[config.mk]
export PLATFORM = sky130hd
export DESIGN_NAME = yenc_body_decoder_crc
export DESIGN_NICKNAME = d
export VERILOG_FILES = /design/src/sv/ybd_pkg.sv /design/src/sv/ybd_front.sv /design/src/sv/ybd_fifo.sv /design/src/sv/ybd_back.sv /design/src/sv/yenc_body_decoder_crc.sv
export SDC_FILE = /design/constraint.sdc
export NUM_CORES = 1
export LEC_CHECK = 0
export ABC_CLOCK_PERIOD_IN_PS = 10500
export CAP_MARGIN = 20
export CORE_ASPECT_RATIO = 1.2
export CORE_MARGIN = 2
export CORE_UTILIZATION = 57
export CTS_BUF_LIST = sky130_fd_sc_hd__clkbuf_16
export CTS_CLUSTER_SIZE = 20
export DETAILED_ROUTE_END_ITERATION = 10
export DONT_BUFFER_PORTS = 1
export PLACE_DENSITY = 0.72
export SYNTH_ARGS = -nofsm -noshare
export SYNTH_HDL_FRONTEND = slang
export SYNTH_SLANG_ARGS = --single-unit
[constraint.sdc]
create_clock -name clk -period 10.5 [get_ports clk]
set_clock_uncertainty 0.2 [all_clocks]
set_input_delay 2.1 -clock clk [delete_from_list [all_inputs] [get_ports clk]]
set_output_delay 2.1 -clock clk [all_outputs]
set_load 0.01 [all_outputs]
[src/sv/ybd_pkg.sv]
// ----------------------------------------------------------------------------
// ybd_pkg
// Shared types, codes and the CRC-32 byte update for the yEnc body decoder.
// ----------------------------------------------------------------------------
package ybd_pkg;

  // Field widths
  localparam int COUNT_W = 29;
  localparam int CRC_W   = 32;

  // Saturation limit of the per-part byte counter
  localparam logic [COUNT_W-1:0] MAX_PART_BYTES = 29'd268435456;

  // CRC-32, reflected
  localparam logic [CRC_W-1:0] CRC_POLY = 32'hEDB88320;
  localparam logic [CRC_W-1:0] CRC_INIT = 32'hFFFFFFFF;

  // Input opcodes
  localparam logic [1:0] OP_BYTE       = 2'd0;
  localparam logic [1:0] OP_END_PART   = 2'd1;
  localparam logic [1:0] OP_START_FILE = 2'd2;

  // Result kinds
  localparam logic KIND_DATA    = 1'b0;
  localparam logic KIND_SUMMARY = 1'b1;

  // Error codes
  localparam logic [2:0] ERR_OK        = 3'd0;
  localparam logic [2:0] ERR_ESC_EOL   = 3'd1;
  localparam logic [2:0] ERR_OVERLONG  = 3'd2;
  localparam logic [2:0] ERR_SIZE      = 3'd3;
  localparam logic [2:0] ERR_PART_CRC  = 3'd4;
  localparam logic [2:0] ERR_FILE_CRC  = 3'd5;

  // Special characters and offsets of the encoding
  localparam logic [7:0] CHAR_EQ    = 8'h3D;
  localparam logic [7:0] CHAR_CR    = 8'h0D;
  localparam logic [7:0] CHAR_LF    = 8'h0A;
  localparam logic [7:0] OFFSET     = 8'd42;
  localparam logic [7:0] ESC_OFFSET = 8'd64;
  localparam logic [7:0] ESC_CR_BYTE = CHAR_CR - ESC_OFFSET - OFFSET;

  // Command queue geometry
  localparam int FIFO_DEPTH = 4;
  localparam int FIFO_AW    = $clog2(FIFO_DEPTH);

  // Input word
  typedef struct packed {
    logic [1:0]       opcode;
    logic [7:0]       raw_byte;
    logic [CRC_W-1:0] declared_part_crc;
    logic             part_crc_present;
    logic [CRC_W-1:0] declared_file_crc;
    logic             file_crc_present;
    logic             last_part;
  } in_item_t;

  // Output word
  typedef struct packed {
    logic               kind;
    logic [7:0]         decoded_byte;
    logic [2:0]         error_code;
    logic [CRC_W-1:0]   part_crc;
    logic [CRC_W-1:0]   file_crc;
    logic [COUNT_W-1:0] part_byte_count;
    logic               last;
  } out_item_t;

  // Commands passed from the front end to the back end
  typedef enum logic [1:0] {
    CMD_BYTES,
    CMD_FLAG_ESC,
    CMD_END_PART,
    CMD_START
  } cmd_kind_t;

  typedef struct packed {
    cmd_kind_t        kind;
    logic [7:0]       byte0;
    logic [7:0]       byte1;
    logic             two_bytes;
    logic             esc_err;
    logic [CRC_W-1:0] declared_part_crc;
    logic             part_crc_present;
    logic [CRC_W-1:0] declared_file_crc;
    logic             file_check;
  } cmd_t;

  // Fold one byte into a reflected CRC-32 register
  function automatic logic [CRC_W-1:0] crc32_byte(input logic [CRC_W-1:0] crc_in,
                                                  input logic [7:0] data);
    logic [CRC_W-1:0] c;
    c = crc_in ^ {24'd0, data};
    for (int k = 0; k < 8; k++) begin
      c = c[0] ? ((c >> 1) ^ CRC_POLY) : (c >> 1);
    end
    return c;
  endfunction

endpackage

[src/sv/ybd_front.sv]
// ----------------------------------------------------------------------------
// ybd_front
// Accepts raw body words, tracks escape state and turns each word into at
// most one command for the back end.
// ----------------------------------------------------------------------------
module ybd_front import ybd_pkg::*; (
  input  logic     clk,
  input  logic     rst,
  input  logic     in_valid,
  output logic     in_ready,
  input  in_item_t in_data,
  input  logic     queue_full,
  output logic     push,
  output cmd_t     push_cmd
);

  logic esc_pend;
  logic esc_cr_pend;
  logic esc_pend_next;
  logic esc_cr_pend_next;
  logic cmd_valid;
  logic accept;

  assign in_ready = !queue_full;
  assign accept   = in_valid && in_ready;
  assign push     = accept && cmd_valid;

  // Classify the word and build its command
  always_comb begin
    logic       have_cr;
    logic       have_second;
    logic       flag_esc;
    logic [7:0] second;
    have_cr          = 1'b0;
    have_second      = 1'b0;
    flag_esc         = 1'b0;
    second           = 8'd0;
    esc_pend_next    = esc_pend;
    esc_cr_pend_next = esc_cr_pend;
    cmd_valid        = 1'b0;
    push_cmd                   = '0;
    push_cmd.declared_part_crc = in_data.declared_part_crc;
    push_cmd.part_crc_present  = in_data.part_crc_present;
    push_cmd.declared_file_crc = in_data.declared_file_crc;
    push_cmd.file_check        = in_data.last_part && in_data.file_crc_present;
    case (in_data.opcode)
      OP_BYTE: begin
        if (esc_cr_pend && in_data.raw_byte == CHAR_LF) begin
          // escaped CR followed by LF: escape at line end
          esc_cr_pend_next = 1'b0;
          flag_esc         = 1'b1;
        end else begin
          if (esc_cr_pend) begin
            esc_cr_pend_next = 1'b0;
            have_cr          = 1'b1;
          end
          if (esc_pend) begin
            esc_pend_next = 1'b0;
            if (in_data.raw_byte == CHAR_LF) begin
              flag_esc = 1'b1;
            end else if (in_data.raw_byte == CHAR_CR) begin
              esc_cr_pend_next = 1'b1;
            end else begin
              have_second = 1'b1;
              second      = in_data.raw_byte - ESC_OFFSET - OFFSET;
            end
          end else if (in_data.raw_byte == CHAR_EQ) begin
            esc_pend_next = 1'b1;
          end else if (in_data.raw_byte != CHAR_CR && in_data.raw_byte != CHAR_LF) begin
            have_second = 1'b1;
            second      = in_data.raw_byte - OFFSET;
          end
        end
        if (flag_esc) begin
          cmd_valid     = 1'b1;
          push_cmd.kind = CMD_FLAG_ESC;
        end else if (have_cr || have_second) begin
          cmd_valid          = 1'b1;
          push_cmd.kind      = CMD_BYTES;
          push_cmd.byte0     = have_cr ? ESC_CR_BYTE : second;
          push_cmd.byte1     = second;
          push_cmd.two_bytes = have_cr && have_second;
        end
      end
      OP_END_PART: begin
        cmd_valid        = 1'b1;
        push_cmd.kind    = CMD_END_PART;
        push_cmd.esc_err = esc_pend || esc_cr_pend;
        esc_pend_next    = 1'b0;
        esc_cr_pend_next = 1'b0;
      end
      OP_START_FILE: begin
        cmd_valid        = 1'b1;
        push_cmd.kind    = CMD_START;
        esc_pend_next    = 1'b0;
        esc_cr_pend_next = 1'b0;
      end
      default: begin
        cmd_valid = 1'b0;
      end
    endcase
  end

  // Hold escape state, advance it on each accepted word
  always_ff @(posedge clk) begin
    if (rst) begin
      esc_pend    <= 1'b0;
      esc_cr_pend <= 1'b0;
    end else if (accept) begin
      esc_pend    <= esc_pend_next;
      esc_cr_pend <= esc_cr_pend_next;
    end
  end

  a_esc_exclusive: assert property (@(posedge clk) disable iff (rst)
    !(esc_pend && esc_cr_pend))
    else $error("escape and escaped CR pending together");

endmodule

[src/sv/ybd_fifo.sv]
// ----------------------------------------------------------------------------
// ybd_fifo
// Short command queue between the front end and the back end.
// ----------------------------------------------------------------------------
module ybd_fifo import ybd_pkg::*; (
  input  logic clk,
  input  logic rst,
  input  logic push,
  input  cmd_t push_cmd,
  output logic full,
  input  logic pop,
  output logic head_valid,
  output cmd_t head
);

  cmd_t               slots [FIFO_DEPTH];
  logic [FIFO_AW-1:0] wr_ptr;
  logic [FIFO_AW-1:0] rd_ptr;
  logic [FIFO_AW:0]   fill;
  logic               do_pop;

  assign full       = (fill == (FIFO_AW+1)'(FIFO_DEPTH));
  assign head_valid = (fill != '0);
  assign head       = slots[rd_ptr];
  assign do_pop     = pop && head_valid;

  // Write the entry at the tail
  always_ff @(posedge clk) begin
    if (push) begin
      slots[wr_ptr] <= push_cmd;
    end
  end

  // Advance pointers and fill level
  always_ff @(posedge clk) begin
    if (rst) begin
      wr_ptr <= '0;
      rd_ptr <= '0;
      fill   <= '0;
    end else begin
      if (push) begin
        wr_ptr <= wr_ptr + FIFO_AW'(1);
      end
      if (do_pop) begin
        rd_ptr <= rd_ptr + FIFO_AW'(1);
      end
      case ({push, do_pop})
        2'b10:   fill <= fill + (FIFO_AW+1)'(1);
        2'b01:   fill <= fill - (FIFO_AW+1)'(1);
        default: fill <= fill;
      endcase
    end
  end

  a_no_overflow: assert property (@(posedge clk) disable iff (rst)
    full |-> !push)
    else $error("command pushed into a full queue");

endmodule

[src/sv/ybd_back.sv]
// ----------------------------------------------------------------------------
// ybd_back
// Executes commands: counts bytes, updates part and file CRCs, keeps the
// sticky error and drives the registered output word.
// ----------------------------------------------------------------------------
module ybd_back import ybd_pkg::*; (
  input  logic               clk,
  input  logic               rst,
  input  logic               cfg_valid,
  input  logic [COUNT_W-1:0] cfg_data,
  input  logic               head_valid,
  input  cmd_t               head,
  output logic               pop,
  output logic               out_valid,
  input  logic               out_ready,
  output out_item_t          out_data
);

  logic [COUNT_W-1:0] exp_size;
  logic [COUNT_W-1:0] byte_count;
  logic [CRC_W-1:0]   part_crc;
  logic [CRC_W-1:0]   file_crc;
  logic [2:0]         sticky;
  logic               phase;

  logic               can_out;
  logic               step;
  logic [7:0]         cur_byte;
  logic [COUNT_W-1:0] count_next;
  logic [CRC_W-1:0]   part_crc_next;
  logic [CRC_W-1:0]   file_crc_next;
  logic [2:0]         byte_err_next;
  logic [2:0]         eop_err;
  logic [2:0]         eop_err_next;
  logic               byte_last;

  assign can_out  = !out_valid || out_ready;
  assign cur_byte = phase ? head.byte1 : head.byte0;
  assign byte_last = !head.two_bytes || phase;

  // Per-byte updates
  assign count_next    = (byte_count < MAX_PART_BYTES) ? byte_count + COUNT_W'(1) : byte_count;
  assign part_crc_next = crc32_byte(part_crc, cur_byte);
  assign file_crc_next = crc32_byte(file_crc, cur_byte);
  assign byte_err_next = (sticky == ERR_OK && byte_count >= exp_size) ? ERR_OVERLONG : sticky;

  // End-of-part checks, first failure wins
  always_comb begin
    if (head.esc_err) begin
      eop_err = ERR_ESC_EOL;
    end else if (byte_count != exp_size) begin
      eop_err = ERR_SIZE;
    end else if (head.part_crc_present && ((part_crc ^ CRC_INIT) != head.declared_part_crc)) begin
      eop_err = ERR_PART_CRC;
    end else if (head.file_check && ((file_crc ^ CRC_INIT) != head.declared_file_crc)) begin
      eop_err = ERR_FILE_CRC;
    end else begin
      eop_err = ERR_OK;
    end
  end
  assign eop_err_next = (sticky == ERR_OK) ? eop_err : sticky;

  // Decide whether the head command advances this cycle
  always_comb begin
    step = 1'b0;
    pop  = 1'b0;
    if (head_valid) begin
      case (head.kind)
        CMD_BYTES: begin
          step = can_out;
          pop  = can_out && byte_last;
        end
        CMD_END_PART: begin
          step = can_out;
          pop  = can_out;
        end
        CMD_FLAG_ESC, CMD_START: begin
          step = 1'b1;
          pop  = 1'b1;
        end
        default: begin
          step = 1'b0;
          pop  = 1'b0;
        end
      endcase
    end
  end

  // Hold the part size register
  always_ff @(posedge clk) begin
    if (rst) begin
      exp_size <= COUNT_W'(1);
    end else if (cfg_valid) begin
      exp_size <= cfg_data;
    end
  end

  // Execute the head command and load the output word
  always_ff @(posedge clk) begin
    if (rst) begin
      byte_count <= '0;
      part_crc   <= CRC_INIT;
      file_crc   <= CRC_INIT;
      sticky     <= ERR_OK;
      phase      <= 1'b0;
      out_valid  <= 1'b0;
    end else begin
      if (out_valid && out_ready) begin
        out_valid <= 1'b0;
      end
      if (step) begin
        case (head.kind)
          CMD_BYTES: begin
            byte_count <= count_next;
            part_crc   <= part_crc_next;
            file_crc   <= file_crc_next;
            sticky     <= byte_err_next;
            phase      <= !byte_last;
            out_valid  <= 1'b1;
            out_data.kind            <= KIND_DATA;
            out_data.decoded_byte    <= cur_byte;
            out_data.error_code      <= byte_err_next;
            out_data.part_crc        <= part_crc_next ^ CRC_INIT;
            out_data.file_crc        <= file_crc_next ^ CRC_INIT;
            out_data.part_byte_count <= count_next;
            out_data.last            <= byte_last;
          end
          CMD_FLAG_ESC: begin
            if (sticky == ERR_OK) begin
              sticky <= ERR_ESC_EOL;
            end
          end
          CMD_END_PART: begin
            sticky     <= eop_err_next;
            byte_count <= '0;
            part_crc   <= CRC_INIT;
            out_valid  <= 1'b1;
            out_data.kind            <= KIND_SUMMARY;
            out_data.decoded_byte    <= 8'd0;
            out_data.error_code      <= eop_err_next;
            out_data.part_crc        <= part_crc ^ CRC_INIT;
            out_data.file_crc        <= file_crc ^ CRC_INIT;
            out_data.part_byte_count <= byte_count;
            out_data.last            <= 1'b1;
          end
          CMD_START: begin
            byte_count <= '0;
            part_crc   <= CRC_INIT;
            file_crc   <= CRC_INIT;
            sticky     <= ERR_OK;
          end
          default: begin
            phase <= 1'b0;
          end
        endcase
      end
    end
  end

  a_phase_two_bytes: assert property (@(posedge clk) disable iff (rst)
    phase |-> (head_valid && head.kind == CMD_BYTES && head.two_bytes))
    else $error("second byte phase without a two-byte command");

  a_count_limit: assert property (@(posedge clk) disable iff (rst)
    byte_count <= MAX_PART_BYTES)
    else $error("byte count above saturation limit");

  a_sticky_holds: assert property (@(posedge clk) disable iff (rst)
    (sticky != ERR_OK && !(step && head.kind == CMD_START)) |=> (sticky == $past(sticky)))
    else $error("sticky error changed without a start-file command");

endmodule

[src/sv/yenc_body_decoder_crc.sv]
// ----------------------------------------------------------------------------
// yenc_body_decoder_crc
// yEnc body decoder with per-part size and CRC-32 checks and a running file
// CRC-32.
//
//   channel  dir  handshake            word
//   in       in   in_valid/in_ready    in_item_t (opcode, raw byte, trailer)
//   out      out  out_valid/out_ready  out_item_t (byte or part summary)
//   cfg      in   cfg_valid/cfg_ready  expected part size, 29 bits
//
// Accepts one input word per cycle while the four-entry command queue has
// room. A word yields at most one command; the back end emits one output
// word per cycle while out_ready allows, so an escaped CR followed by a data
// byte gives two output words. Reset is synchronous, with no clearing pass. The
// front end stalls only on a full queue; the back end stalls only on out_ready.
// ----------------------------------------------------------------------------
module yenc_body_decoder_crc import ybd_pkg::*; (
  input  logic               clk,
  input  logic               rst,
  input  logic               in_valid,
  output logic               in_ready,
  input  in_item_t           in_data,
  output logic               out_valid,
  input  logic               out_ready,
  output out_item_t          out_data,
  input  logic               cfg_valid,
  output logic               cfg_ready,
  input  logic [COUNT_W-1:0] cfg_data
);

  logic queue_full;
  logic push;
  cmd_t push_cmd;
  logic pop;
  logic head_valid;
  cmd_t head;

  // Configuration writes are always taken
  assign cfg_ready = 1'b1;

  ybd_front u_front (
    .clk        (clk),
    .rst        (rst),
    .in_valid   (in_valid),
    .in_ready   (in_ready),
    .in_data    (in_data),
    .queue_full (queue_full),
    .push       (push),
    .push_cmd   (push_cmd)
  );

  ybd_fifo u_fifo (
    .clk        (clk),
    .rst        (rst),
    .push       (push),
    .push_cmd   (push_cmd),
    .full       (queue_full),
    .pop        (pop),
    .head_valid (head_valid),
    .head       (head)
  );

  ybd_back u_back (
    .clk        (clk),
    .rst        (rst),
    .cfg_valid  (cfg_valid),
    .cfg_data   (cfg_data),
    .head_valid (head_valid),
    .head       (head),
    .pop        (pop),
    .out_valid  (out_valid),
    .out_ready  (out_ready),
    .out_data   (out_data)
  );

endmodule

==> results of run 1 <==
==> where the power goes <==
group	leakage, uW	total [uW]	switching, uW	internal [uW]
clock network	0.000907	1950	851	1100
registers	0.00525	3370	340	3030
logic	0.00338	4270	2440	1830
==> cell usage in the layout (no fill, tap or decap), drive strengths merged, types with 7 or more instances in the layout <==
master,n
edfxtp,450
nor2,184
xnor2,175
dfxtp,138
a21oi,114
mux4,85
nand2,82
xor2,59
clkbuf,58
inv,58
mux2i,57
o21ai,47
ha,43
nand3,29
nor3,28
clkinv,25
nor4,21
nand2b,19
o211ai,17
buf,17
nand4,13
a21o,12
nor2b,10
and2,10
or2,10
a311oi,8
or3,7
and3,7
xnor3,7
==> worst reg2reg max path: stages (launching register included) <==
cell     delay (ps)
dfxtp_4         660
buf_4           720
mux4_2          520
inv_1           130
ha_4            570
o21ai_0         380
a22oi_1         570
ha_1            310
inv_1            60
fa_1            370
xor2_1          160
or3_1           310
a21oi_1         140
==> worst min-delay path by stage <==
| stage | end | slack, ps | depth (start not counted) |
|---|---|---|---|
| after floorplan | u_back.exp_size[10] | 260 | 2 |
| after global placement | u_fifo.fill[2] | 280 | 2 |
| after detailed placement | u_back.exp_size[7] | 280 | 2 |
| after CTS | u_back.exp_size[27] | 300 | 2 |
| after global routing | u_back.exp_size[14] | 330 | 2 |
| final | u_back.exp_size[5] | 300 | 2 |
==> per-stage QoR <==
step	util	total power, uW	hold slack [ps]	instances
final	0.627	9600	295	2417
after global routing	0.627	10200	326	2416
after CTS	0.626	9660	302	2415
after detailed placement	0.586	7690	284	2313
after global placement	0.586	7640	276	2312
after floorplan	-	6730	260	1821
==> kinds of logic (layout without fill, tap and decap cells) <==
kind of cell,count (synthesis),after routing,share of synthesized area
multiplexers,143,143,0.0988
adder cells (fa/ha/maj),45,45,0.0221
flip-flops,588,588,0.634
buffers and inverters,137,167,0.0218
AND/OR/NAND/NOR,430,430,0.0768
AO/OA/AOI/OAI,236,236,0.0541
other,1,2,0.000146
XOR/XNOR,241,241,0.0922
==> area by class of cell <==
type                            count  area (um^2)
Timing Repair Buffer               17          135
Antenna cell                        1         2.50
Clock inverter                     44          347
Inverter                           48          180
Sequential cell                   588        16300
Tap cell                          565          707
Multi-Input combinational cell   1096         8880
Clock buffer                       58         1450
Fill cell                        3279        16700
==> metal layers <==
layer  up-vias  wire, um  share of wire  global-route usage
li1       6672         -              -                   -
met5         -         0              0                   0
met3        71      4330          0.078              0.0610
met2       472     26900           0.49               0.385
met4         0      1040          0.019              0.0551
met1      7157     22900           0.42               0.326
==> flip-flops by register name, indices dropped and copies added (netlist names), named ones only <==
signal and count:
u_fifo.slots 344, u_back.out_data 106, u_back.file_crc 32, u_back.part_crc 32
u_back.byte_count 29, u_back.exp_size 29, u_back.sticky 3, u_fifo.fill 3
u_fifo.rd_ptr 2, u_fifo.wr_ptr 2, u_back.out_valid 1, u_back.phase 1
u_front.esc_cr_pend 1, u_front.esc_pend 1
==> results.md, run 1 <==
- TritonCTS clock tree: done
- Clock sinks: 588
- Warning count from the yosys run: 0
- Final-layout setup total negative slack: 0 ps
- Destination of the worst register-to-register timing path: u_fifo.fill[2]
- Total standard cell area after synthesis: 0.0257 mm^2
- Library cell contributing the largest single delay on the critical path: a211oi_1
- Final worst slack: 5250 ps
- Critical Path Sink: u_fifo.slots[1][52]
- Instance area after placement: 0.0262 mm^2
- RSZ-0062 raised after global routing: no
- Final hold viol count: 0
- Transition time at the pin with the least slew margin: 1040 ps
- Worst hold path startpoint: u_back.exp_size[5]
- Initial DRT Pass Iterations: 5
- Starting DRT DRC Count: 870
- Tightest slew margin relative to the limit: 0.300
- Number of cells produced by synthesis: 1821
- Period Utilization, post-route: 0.500
- Global-route usage over all layers: 0.238
- Max capacitance violation total: 0
- Run status: finished, final reports clean
- Worst Path Required: 10540 ps
- Via count of the first global-routing pass: 14000
- Library cells used by synthesis: 70
- Largest stage delay on the critical path: 880 ps
- Top cells by area in the synthesized netlist: edfxtp_1 53%, dfxtp_1 11%, mux4_2 7.5%, xnor2_1 5.4%, nor2_1 2.7%
- Dominant register cell in the synthesized netlist: edfxtp_1
- Asr flop ratio synth: 0
- Buf+Inv Stages, Crit Path: 1
- Remaining antenna violation count after routing: 0
- Cell depth of the worst setup path: 6
- Maximum number of pins on one net before global-route repair: 99
- R2R Setup Slk: 5330 ps
- Std-Cell Rows: 85
- Horizontal die dimension: 198 um
- Number of synthesized flops with an enable pin: 450
- Via total after detailed routing: 14400
- Floorplan die height: 236 um
- Syn nets: 1976
- Worst setup EP type: flop
- NumNets Final: 1962
- Critical Path Start: in_data[72]
- Sequential area share after synthesis: 0.634
- Count of port buffers added during placement: 0
- Core box area: 0.0447 mm^2
- Leakage dissipation: 0.00954 uW
- Weighted congestion reported at the end of routability-driven placement: 0.855
- Cell breakdown of the critical path: nor4_1, and3_1, a21oi_1, a211oi_1, and2_4, buf_4
- Total Routed Length: 55.2 mm
- Area grow syn2layout: 9.02%
- VDD IR max: 0.185 mV
- Hold Buf Count CTS: 0
- R2r worst-path depth: 12
- Cell class contributing the biggest share of worst-path delay: simple AND/OR/NAND/NOR gates
- Proportion of layout cells with a drive suffix above 1: 0.124
- Type of the most critical hold path: reg2reg
- Cell with the most instances after synthesis: edfxtp_1
- Fraction of synthesized cell area taken by the top area cell type: 0.526
- Most instantiated cells after synthesis: 450 x edfxtp_1, 184 x nor2_1, 159 x xnor2_1
- Yosys top cell by area: edfxtp_1
- Final max-slew violation count: 0
- Per-cell via count in the routed design: 5.95
- Syn Area/Cell: 14.1 um^2
- Crit path max fanout: 50
- Placement-stage worst setup slack: 4650 ps
- First-pass GRT wire length: 83.5 mm
- Initial core utilization: 0.575
- Residual overflow from global routing: 0
- Clk buf depth: 3
- Total DRC errors in the routed layout: 0
- H-tree level count: 2
- Skew-Pair Late Insertion Delay: 620 ps
- Initial antenna violation count: 0
- Number of failing setup endpoints in the final timing report: 0
- Average routed wire per standard cell: 22.8 um
- Area enclosed by the die boundary: 0.0468 mm^2
- Clock root buffer: clkbuf_16
- Post-route cell area: 0.0280 mm^2
- Critical path arrival: 5290 ps
- Worst-path clk slew: 60 ps
- Synthesis-stage register bit count: 588
- Number of primary I/O pins: 220
- Power Density: 343 mW/mm^2
- Kind of launch point of the worst setup path: primary input
- Final worst path period need: 5250 ps
- Post-cts gate resize count: 0
- Setup repair bufs after CTS: 0
- WS Path Type: in2reg
- CTS Buf Count: 56
- FMAX: 191 MHz
- Placed wire-length estimate after detailed placement: 37.5 mm
Power figures use the tool's default switching activity.
==> run 2: changes to the inputs <==
Settings changed: ABC_CLOCK_PERIOD_IN_PS 10500 to 5270.
Clock period 10.5 ns to 5.27 ns, I/O delays scaled along.
==> results.md, run 2 (synthesized netlist as in run 1, its figures left out) <==
- Run status: finished, final reports clean (unchanged)
- Busiest metal layer after global routing: met2 (unchanged)
- Library cell contributing the largest single delay on the critical path: dfxtp_4 (was a211oi_1)
- RSZ-0062 raised after global routing: no (unchanged)
- Via count of the first global-routing pass: 14300 (was 14000)
- GR met2 Demand/Resource: 0.390 (was 0.385)
- Register with the most flip-flops: u_fifo.slots (unchanged)
- Horizontal die dimension: 198 um (unchanged)
- Std-Cell Rows: 85 (unchanged)
- Cell breakdown of the critical path: mux4_2, inv_1, ha_1, o31a_1, o21ai_0, a22oi_1, ha_1, inv_1, fa_1, xor2_1, or3_1, a21oi_1 (was nor4_1, and3_1, a21oi_1, a211oi_1, and2_4, buf_4)
- WS Path Type: reg2reg (was in2reg)
- Final-layout setup total negative slack: 0 ps (unchanged)
- Average routed wire per standard cell: 23.1 um (was 22.8 um)
- Initial DRT Pass Iterations: 6 (was 5)
- Placed wire-length estimate after detailed placement: 37.9 mm (was 37.5 mm)
- Maximum number of pins on one net before global-route repair: 107 (was 99)
- Area enclosed by the die boundary: 0.0468 mm^2 (unchanged)
- Per-cell via count in the routed design: 5.97 (was 5.95)
- Total Routed Length: 55.9 mm (was 55.2 mm)
- Count of port buffers added during placement: 0 (unchanged)
- Clock sinks: 588 (unchanged)
- TritonCTS clock tree: done (unchanged)
- Number of failing setup endpoints in the final timing report: 0 (unchanged)
- Post-cts gate resize count: 0 (unchanged)
- CTS Buf Count: 55 (was 56)
- H-tree level count: 2 (unchanged)
- Final max-slew violation count: 0 (unchanged)
- Largest stage delay on the critical path: 670 ps (was 880 ps)
- Met3 Usage GRT: 0.0520 (was 0.0610)
- Post-route cell area: 0.0282 mm^2 (was 0.0280 mm^2)
- Final worst slack: 1020 ps (was 5250 ps)
- Clock root buffer: clkbuf_16 (unchanged)
- Setup repair bufs after CTS: 0 (unchanged)
- Worst-path clk slew: 70 ps (was 60 ps)
- Worst setup EP type: flop (unchanged)
- Kind of launch point of the worst setup path: flop (was primary input)
- Met1 track demand over resource in global routing: 0.332 (was 0.326)
- Weighted congestion reported at the end of routability-driven placement: 0.874 (was 0.855)
- VDD IR max: 0.398 mV (was 0.185 mV)
- Starting DRT DRC Count: 1001 (was 870)
- Leakage dissipation: 0.00964 uW (was 0.00954 uW)
- Max capacitance violation total: 0 (unchanged)
- Final hold viol count: 0 (unchanged)
- Global-route usage over all layers: 0.242 (was 0.238)
- Skew-Pair Late Insertion Delay: 630 ps (was 620 ps)
- Hold Buf Count CTS: 0 (unchanged)
- Final worst path period need: 4250 ps
- Worst Path Required: 5620 ps (was 10540 ps)
- Number of primary I/O pins: 220 (unchanged)
- Number of filler cells placed in the layout: 3268 (was 3279)
- Remaining antenna violation count after routing: 0 (unchanged)
- Core box area: 0.0447 mm^2 (unchanged)
- Number of flip-flops in the largest register: 344 (unchanged)
- Critical path arrival: 4600 ps (was 5290 ps)
- Via total after detailed routing: 14500 (was 14400)
- FMAX: 235 MHz
- Residual overflow from global routing: 0 (unchanged)
- Proportion of layout cells with a drive suffix above 1: 0.127 (was 0.124)
- Initial core utilization: 0.575 (unchanged)
- Type of the most critical hold path: reg2reg (unchanged)
- Leading cell type in the layout, fill and taps excluded: edfxtp_1 (unchanged)
- Tightest slew margin relative to the limit: 0.300 (about the same)
- Floorplan die height: 236 um (unchanged)
- Count of antenna diodes in the layout: 0 (was 1)
- Instance area after placement: 0.0263 mm^2 (was 0.0262 mm^2)
- Placement-stage worst setup slack: 792 ps (was 4650 ps)
- First-pass GRT wire length: 85.1 mm (was 83.5 mm)
- Period Utilization, post-route: 0.807
- Commonest cells after routing, fill and taps aside: 450 x edfxtp_1, 182 x nor2_1, 159 x xnor2_1, 136 x dfxtp_1, 114 x a21oi_1 (unchanged)
- Clk buf depth: 3 (unchanged)
- Initial antenna violation count: 0 (unchanged)
- NumNets Final: 1965 (was 1962)
- Power Density: 684 mW/mm^2 (was 343 mW/mm^2)
- Crit path max fanout: 25 (was 50)
- Area grow syn2layout: 9.74% (was 9.02%)
- Transition time at the pin with the least slew margin: 1040 ps (about the same)
- Total DRC errors in the routed layout: 0 (unchanged)
- Registers with the highest flip-flop counts: u_fifo.slots x344, u_back.out_data x106 (unchanged)
[run 2: metrics by stage]
step	cells	hold WS (ps)	utilization	total power (uW)
after floorplan	1821	260	-	13400
after global placement	2316	277	0.588	15100
after detailed placement	2318	284	0.588	15300
after CTS	2421	273	0.631	19400
after global routing	2421	283	0.631	20500
final	2421	299	0.631	19300
[run 2: final timing paths]
check                                         start                  end  slack [ps]  cells after the start
worst max-delay path                           flop       u_fifo.fill[2]        1020                     12
worst min-delay path            u_back.exp_size[16]  u_back.exp_size[16]         300                      2
worst max register to register                 flop       u_fifo.fill[2]        1020                     12
worst min register to register  u_back.exp_size[16]  u_back.exp_size[16]         300                      2
[run 2: worst max-delay path: cells and delay by family, from the launching register on]
kind / cells / cell delay, ps
AND/OR/NAND/NOR: 1 / 310
multiplexers: 1 / 660
AO/OA/AOI/OAI: 4 / 1050
flip-flops: 1 / 670
adder cells (fa/ha/maj): 3 / 910
buffers and inverters: 2 / 210
XOR/XNOR: 1 / 160
[run 2: cell type report]
type                       count  area (um^2)  area share
sequential                   588        16300       0.578
inverter                      48          180     0.00640
multi-input combinational   1096         8880       0.315
clock buffer                  56         1400      0.0497
timing repair buffer          21          228     0.00808
clock inverter                47          492      0.0175
tap                          565          707      0.0251
[run 2: where the power goes]
group	switching, uW	internal (uW)	total [uW]	leakage, uW
sequential	708	6040	6750	0.00525
clock	1720	2380	4100	0.000976
combinational	4770	3660	8430	0.00342
[run 2: metal layers]
metal  wire [um]  vias to the layer above
li1            -                     6688
met1       22900                     7084
met2       26900                      593
met3        4560                       95
met4        1540                        0
met5           0                        -
==> run 3: changes to the inputs <==
Settings changed: ABC_AREA set to 1, ABC_CLOCK_PERIOD_IN_PS 5270 to 3620, PLACE_DENSITY 0.72 to 0.75.
Clock period 5.27 ns to 3.62 ns, I/O delays scaled along.
==> results.md, run 3 <==
- CTS Buf Count: 57 (was 55)
- Remaining antenna violation count after routing: 0 (unchanged)
- Number of flip-flops in the largest register: 344 (unchanged)
- Std-Cell Rows: 88 (was 85)
- Final hold viol count: 0 (unchanged)
- RSZ-0062 raised after global routing: no (unchanged)
- Total Routed Length: 77.4 mm (was 55.9 mm)
- Crit path max fanout: 12 (was 25)
- Met3 wirelength from detailed routing: 5.29 mm (was 4.56 mm)
- Worst Path Required: 3920 ps (was 5620 ps)
- Post-route cell area: 0.0315 mm^2 (was 0.0282 mm^2)
- Total standard cell area after synthesis: 0.0280 mm^2 (was 0.0257 mm^2)
- Clock root buffer: clkbuf_16 (unchanged)
- Fraction of synthesized cell area taken by the top area cell type: 0.483 (was 0.526)
- Max capacitance violation total: 0 (unchanged)
- Dominant register cell in the synthesized netlist: edfxtp_1 (unchanged)
- Asr flop ratio synth: 0 (unchanged)
- Library cells used by synthesis: 56 (was 70)
- Weighted congestion reported at the end of routability-driven placement: 0.930 (was 0.874)
- Clk buf depth: 3 (unchanged)
- FMAX: 296 MHz (was 235 MHz)
- Area enclosed by the die boundary: 0.0508 mm^2 (was 0.0468 mm^2)
- Total power: 31100 uW (was 19300 uW)
- Total DRC errors in the routed layout: 0 (unchanged)
- TritonCTS clock tree: done (unchanged)
- Average routed wire per standard cell: 20.7 um (was 23.1 um)
- Global-route usage over all layers: 0.306 (was 0.242)
- Critical path arrival: 3680 ps (was 4600 ps)
- Floorplan die height: 247 um (was 236 um)
- Wire length on met2: 38.0 mm (was 26.9 mm)
- Registers with the highest flip-flop counts: u_fifo.slots x344, u_back.out_data x106 (unchanged)
- Clock sinks: 588 (unchanged)
- Cell with the most instances after synthesis: nand2_1 (was edfxtp_1)
- Skew-Pair Late Insertion Delay: 630 ps (about the same)
- Synthesis-stage register bit count: 588 (unchanged)
- Maximum number of pins on one net before global-route repair: 134 (was 107)
- Commonest cells after routing, fill and taps aside: 933 x nand2_1, 450 x edfxtp_1, 295 x nand3_1, 239 x inv_1, 167 x o21ai_0 (was 450 x edfxtp_1, 182 x nor2_1, 159 x xnor2_1, 136 x dfxtp_1, 114 x a21oi_1)
- Via total after detailed routing: 21400 (was 14500)
- Leading cell type in the layout, fill and taps excluded: nand2_1 (was edfxtp_1)
- Via count of the first global-routing pass: 20400 (was 14300)
- Syn nets: 3149 (was 1976)
- Type of the most critical hold path: in2reg (was reg2reg)
- Yosys top cell by area: edfxtp_1 (unchanged)
- Worst setup EP type: flop (unchanged)
- Top cells by area in the synthesized netlist: edfxtp_1 48%, nand2_1 13%, dfxtp_1 9.9%, nand3_1 5.3%, xor2_1 3.4% (was edfxtp_1 53%, dfxtp_1 11%, mux4_2 7.5%, xnor2_1 5.4%, nor2_1 2.7%)
- Horizontal die dimension: 206 um (was 198 um)
- VDD IR max: 0.576 mV (was 0.398 mV)
- WS Path Type: reg2reg (unchanged)
- Number of synthesized flops with an enable pin: 450 (unchanged)
- Worst-path clk slew: 60 ps (was 70 ps)
- Warning count from the yosys run: 0 (unchanged)
- H-tree level count: 2 (unchanged)
- Area grow syn2layout: 12.6% (was 9.74%)
- Period Utilization, post-route: 0.934 (was 0.807)
- Final max-slew violation count: 0 (unchanged)
- Residual overflow from global routing: 0 (unchanged)
- Starting DRT DRC Count: 1794 (was 1001)
- Register with the most flip-flops: u_fifo.slots (unchanged)
- Initial core utilization: 0.580 (was 0.575)
- Most instantiated cells after synthesis: 935 x nand2_1, 450 x edfxtp_1, 295 x nand3_1 (was 450 x edfxtp_1, 184 x nor2_1, 159 x xnor2_1)
- Leakage dissipation: 0.0129 uW (was 0.00964 uW)
- Number of filler cells placed in the layout: 3758 (was 3268)
- Core box area: 0.0482 mm^2 (was 0.0447 mm^2)
- Proportion of layout cells with a drive suffix above 1: 0.0777 (was 0.127)
- Number of failing setup endpoints in the final timing report: 0 (unchanged)
- Tightest slew margin relative to the limit: 0.528 (was 0.300)
- NumNets Final: 3211 (was 1965)
- Run status: finished, final reports clean (unchanged)
- Worst hold path startpoint: rst (was u_back.exp_size[16])
- Final worst path period need: 3380 ps (was 4250 ps)
- Placed wire-length estimate after detailed placement: 53.2 mm (was 37.9 mm)
- Transition time at the pin with the least slew margin: 707 ps (was 1040 ps)
- Instance area after placement: 0.0288 mm^2 (was 0.0263 mm^2)
- Sequential area share after synthesis: 0.582 (was 0.634)
- Highest layer used for signal routing: met4 (unchanged)
- Power Density: 987 mW/mm^2 (was 684 mW/mm^2)
- Syn Area/Cell: 9.34 um^2 (was 14.1 um^2)
- Initial DRT Pass Iterations: 5 (was 6)
- Count of port buffers added during placement: 0 (unchanged)
- Kind of launch point of the worst setup path: flop (unchanged)
- Number of primary I/O pins: 220 (unchanged)
- Number of cells produced by synthesis: 2994 (was 1821)
- Initial antenna violation count: 1 (was 0)
- First-pass GRT wire length: 118 mm (was 85.1 mm)
- Met1 routed wirelength after detailed routing: 30.6 mm (was 22.9 mm)
- Final hold slack: 35.0 ps (was 299 ps)
- Final-layout setup total negative slack: 0 ps (unchanged)
- Per-cell via count in the routed design: 5.72 (was 5.97)
-- run 3: kinds of logic after synthesis --
| group | synth area share |
|---|---|
| AO/OA/AOI/OAI | 0.0720 |
| XOR/XNOR | 0.0468 |
| other | 0.000134 |
| flip-flops | 0.582 |
| adder cells (fa/ha/maj) | 0.0200 |
| buffers and inverters | 0.0576 |
| AND/OR/NAND/NOR | 0.221 |
-- run 3: power by group --
part,switching (uW),internal (uW)
combinational,10300,4760
sequential,983,8900
clock,2600,3560
total,13900,17200
-- run 3: per-stage QoR --
stage,setup slack (ps),std cells,utilization
after global routing,30.9,3733,0.653
after detailed placement,197,3560,0.598
after CTS,197,3732,0.652
after floorplan,-917,2994,-
after global placement,318,3560,0.598
final,238,3733,0.653
-- run 3: final timing paths --
path	end	slack (ps)	depth (start not counted)
min reg2reg	u_back.exp_size[14]	260	2
max reg2reg	u_fifo.fill[2]	240	15
max	u_fifo.fill[2]	240	15
min	u_back.file_crc[22]	40	2
-- run 3: area by class of cell --
type	count	area, um^2	area share
Sequential cell	588	16300	0.517
Multi-Input combinational cell	2028	10200	0.323
Clock buffer	58	1450	0.0461
Timing Repair Buffer	132	1360	0.0433
Inverter	249	938	0.0298
Tap cell	630	788	0.0250
Clock inverter	47	487	0.0155
Antenna cell	1	2.50	0.0000795
-- run 3: critical path, cell delays in order, from the launching register on --
cell and delay, ps:
dfxtp_4 390, inv_4 140, nand2_1 80, a32oi_2 280, ha_1 240, nor2_2 60, a21oi_2 150, o21ai_2 110
a21oi_1 350, ha_1 220, inv_1 70, fa_1 390, a21oi_1 170, o21ai_0 130, o21ai_0 210, a21oi_1 70
-- run 3: what timing repair did --
item,4_1_cts,5_1_grt
endpoints found under the hold margin,302,0
hold buffers,67,0
setup endpoints to repair,0,22
gates resized for setup,0,2
setup buffers,0,0
-- run 3: layer usage --
| metal | vias to the layer above | GRT usage |
|---|---|---|
| met4 | 0 | 0.136 |
| met5 | - | 0 |
| li1 | 10200 | - |
| met2 | 875 | 0.514 |
| met1 | 10100 | 0.393 |
| met3 | 175 | 0.0460 |
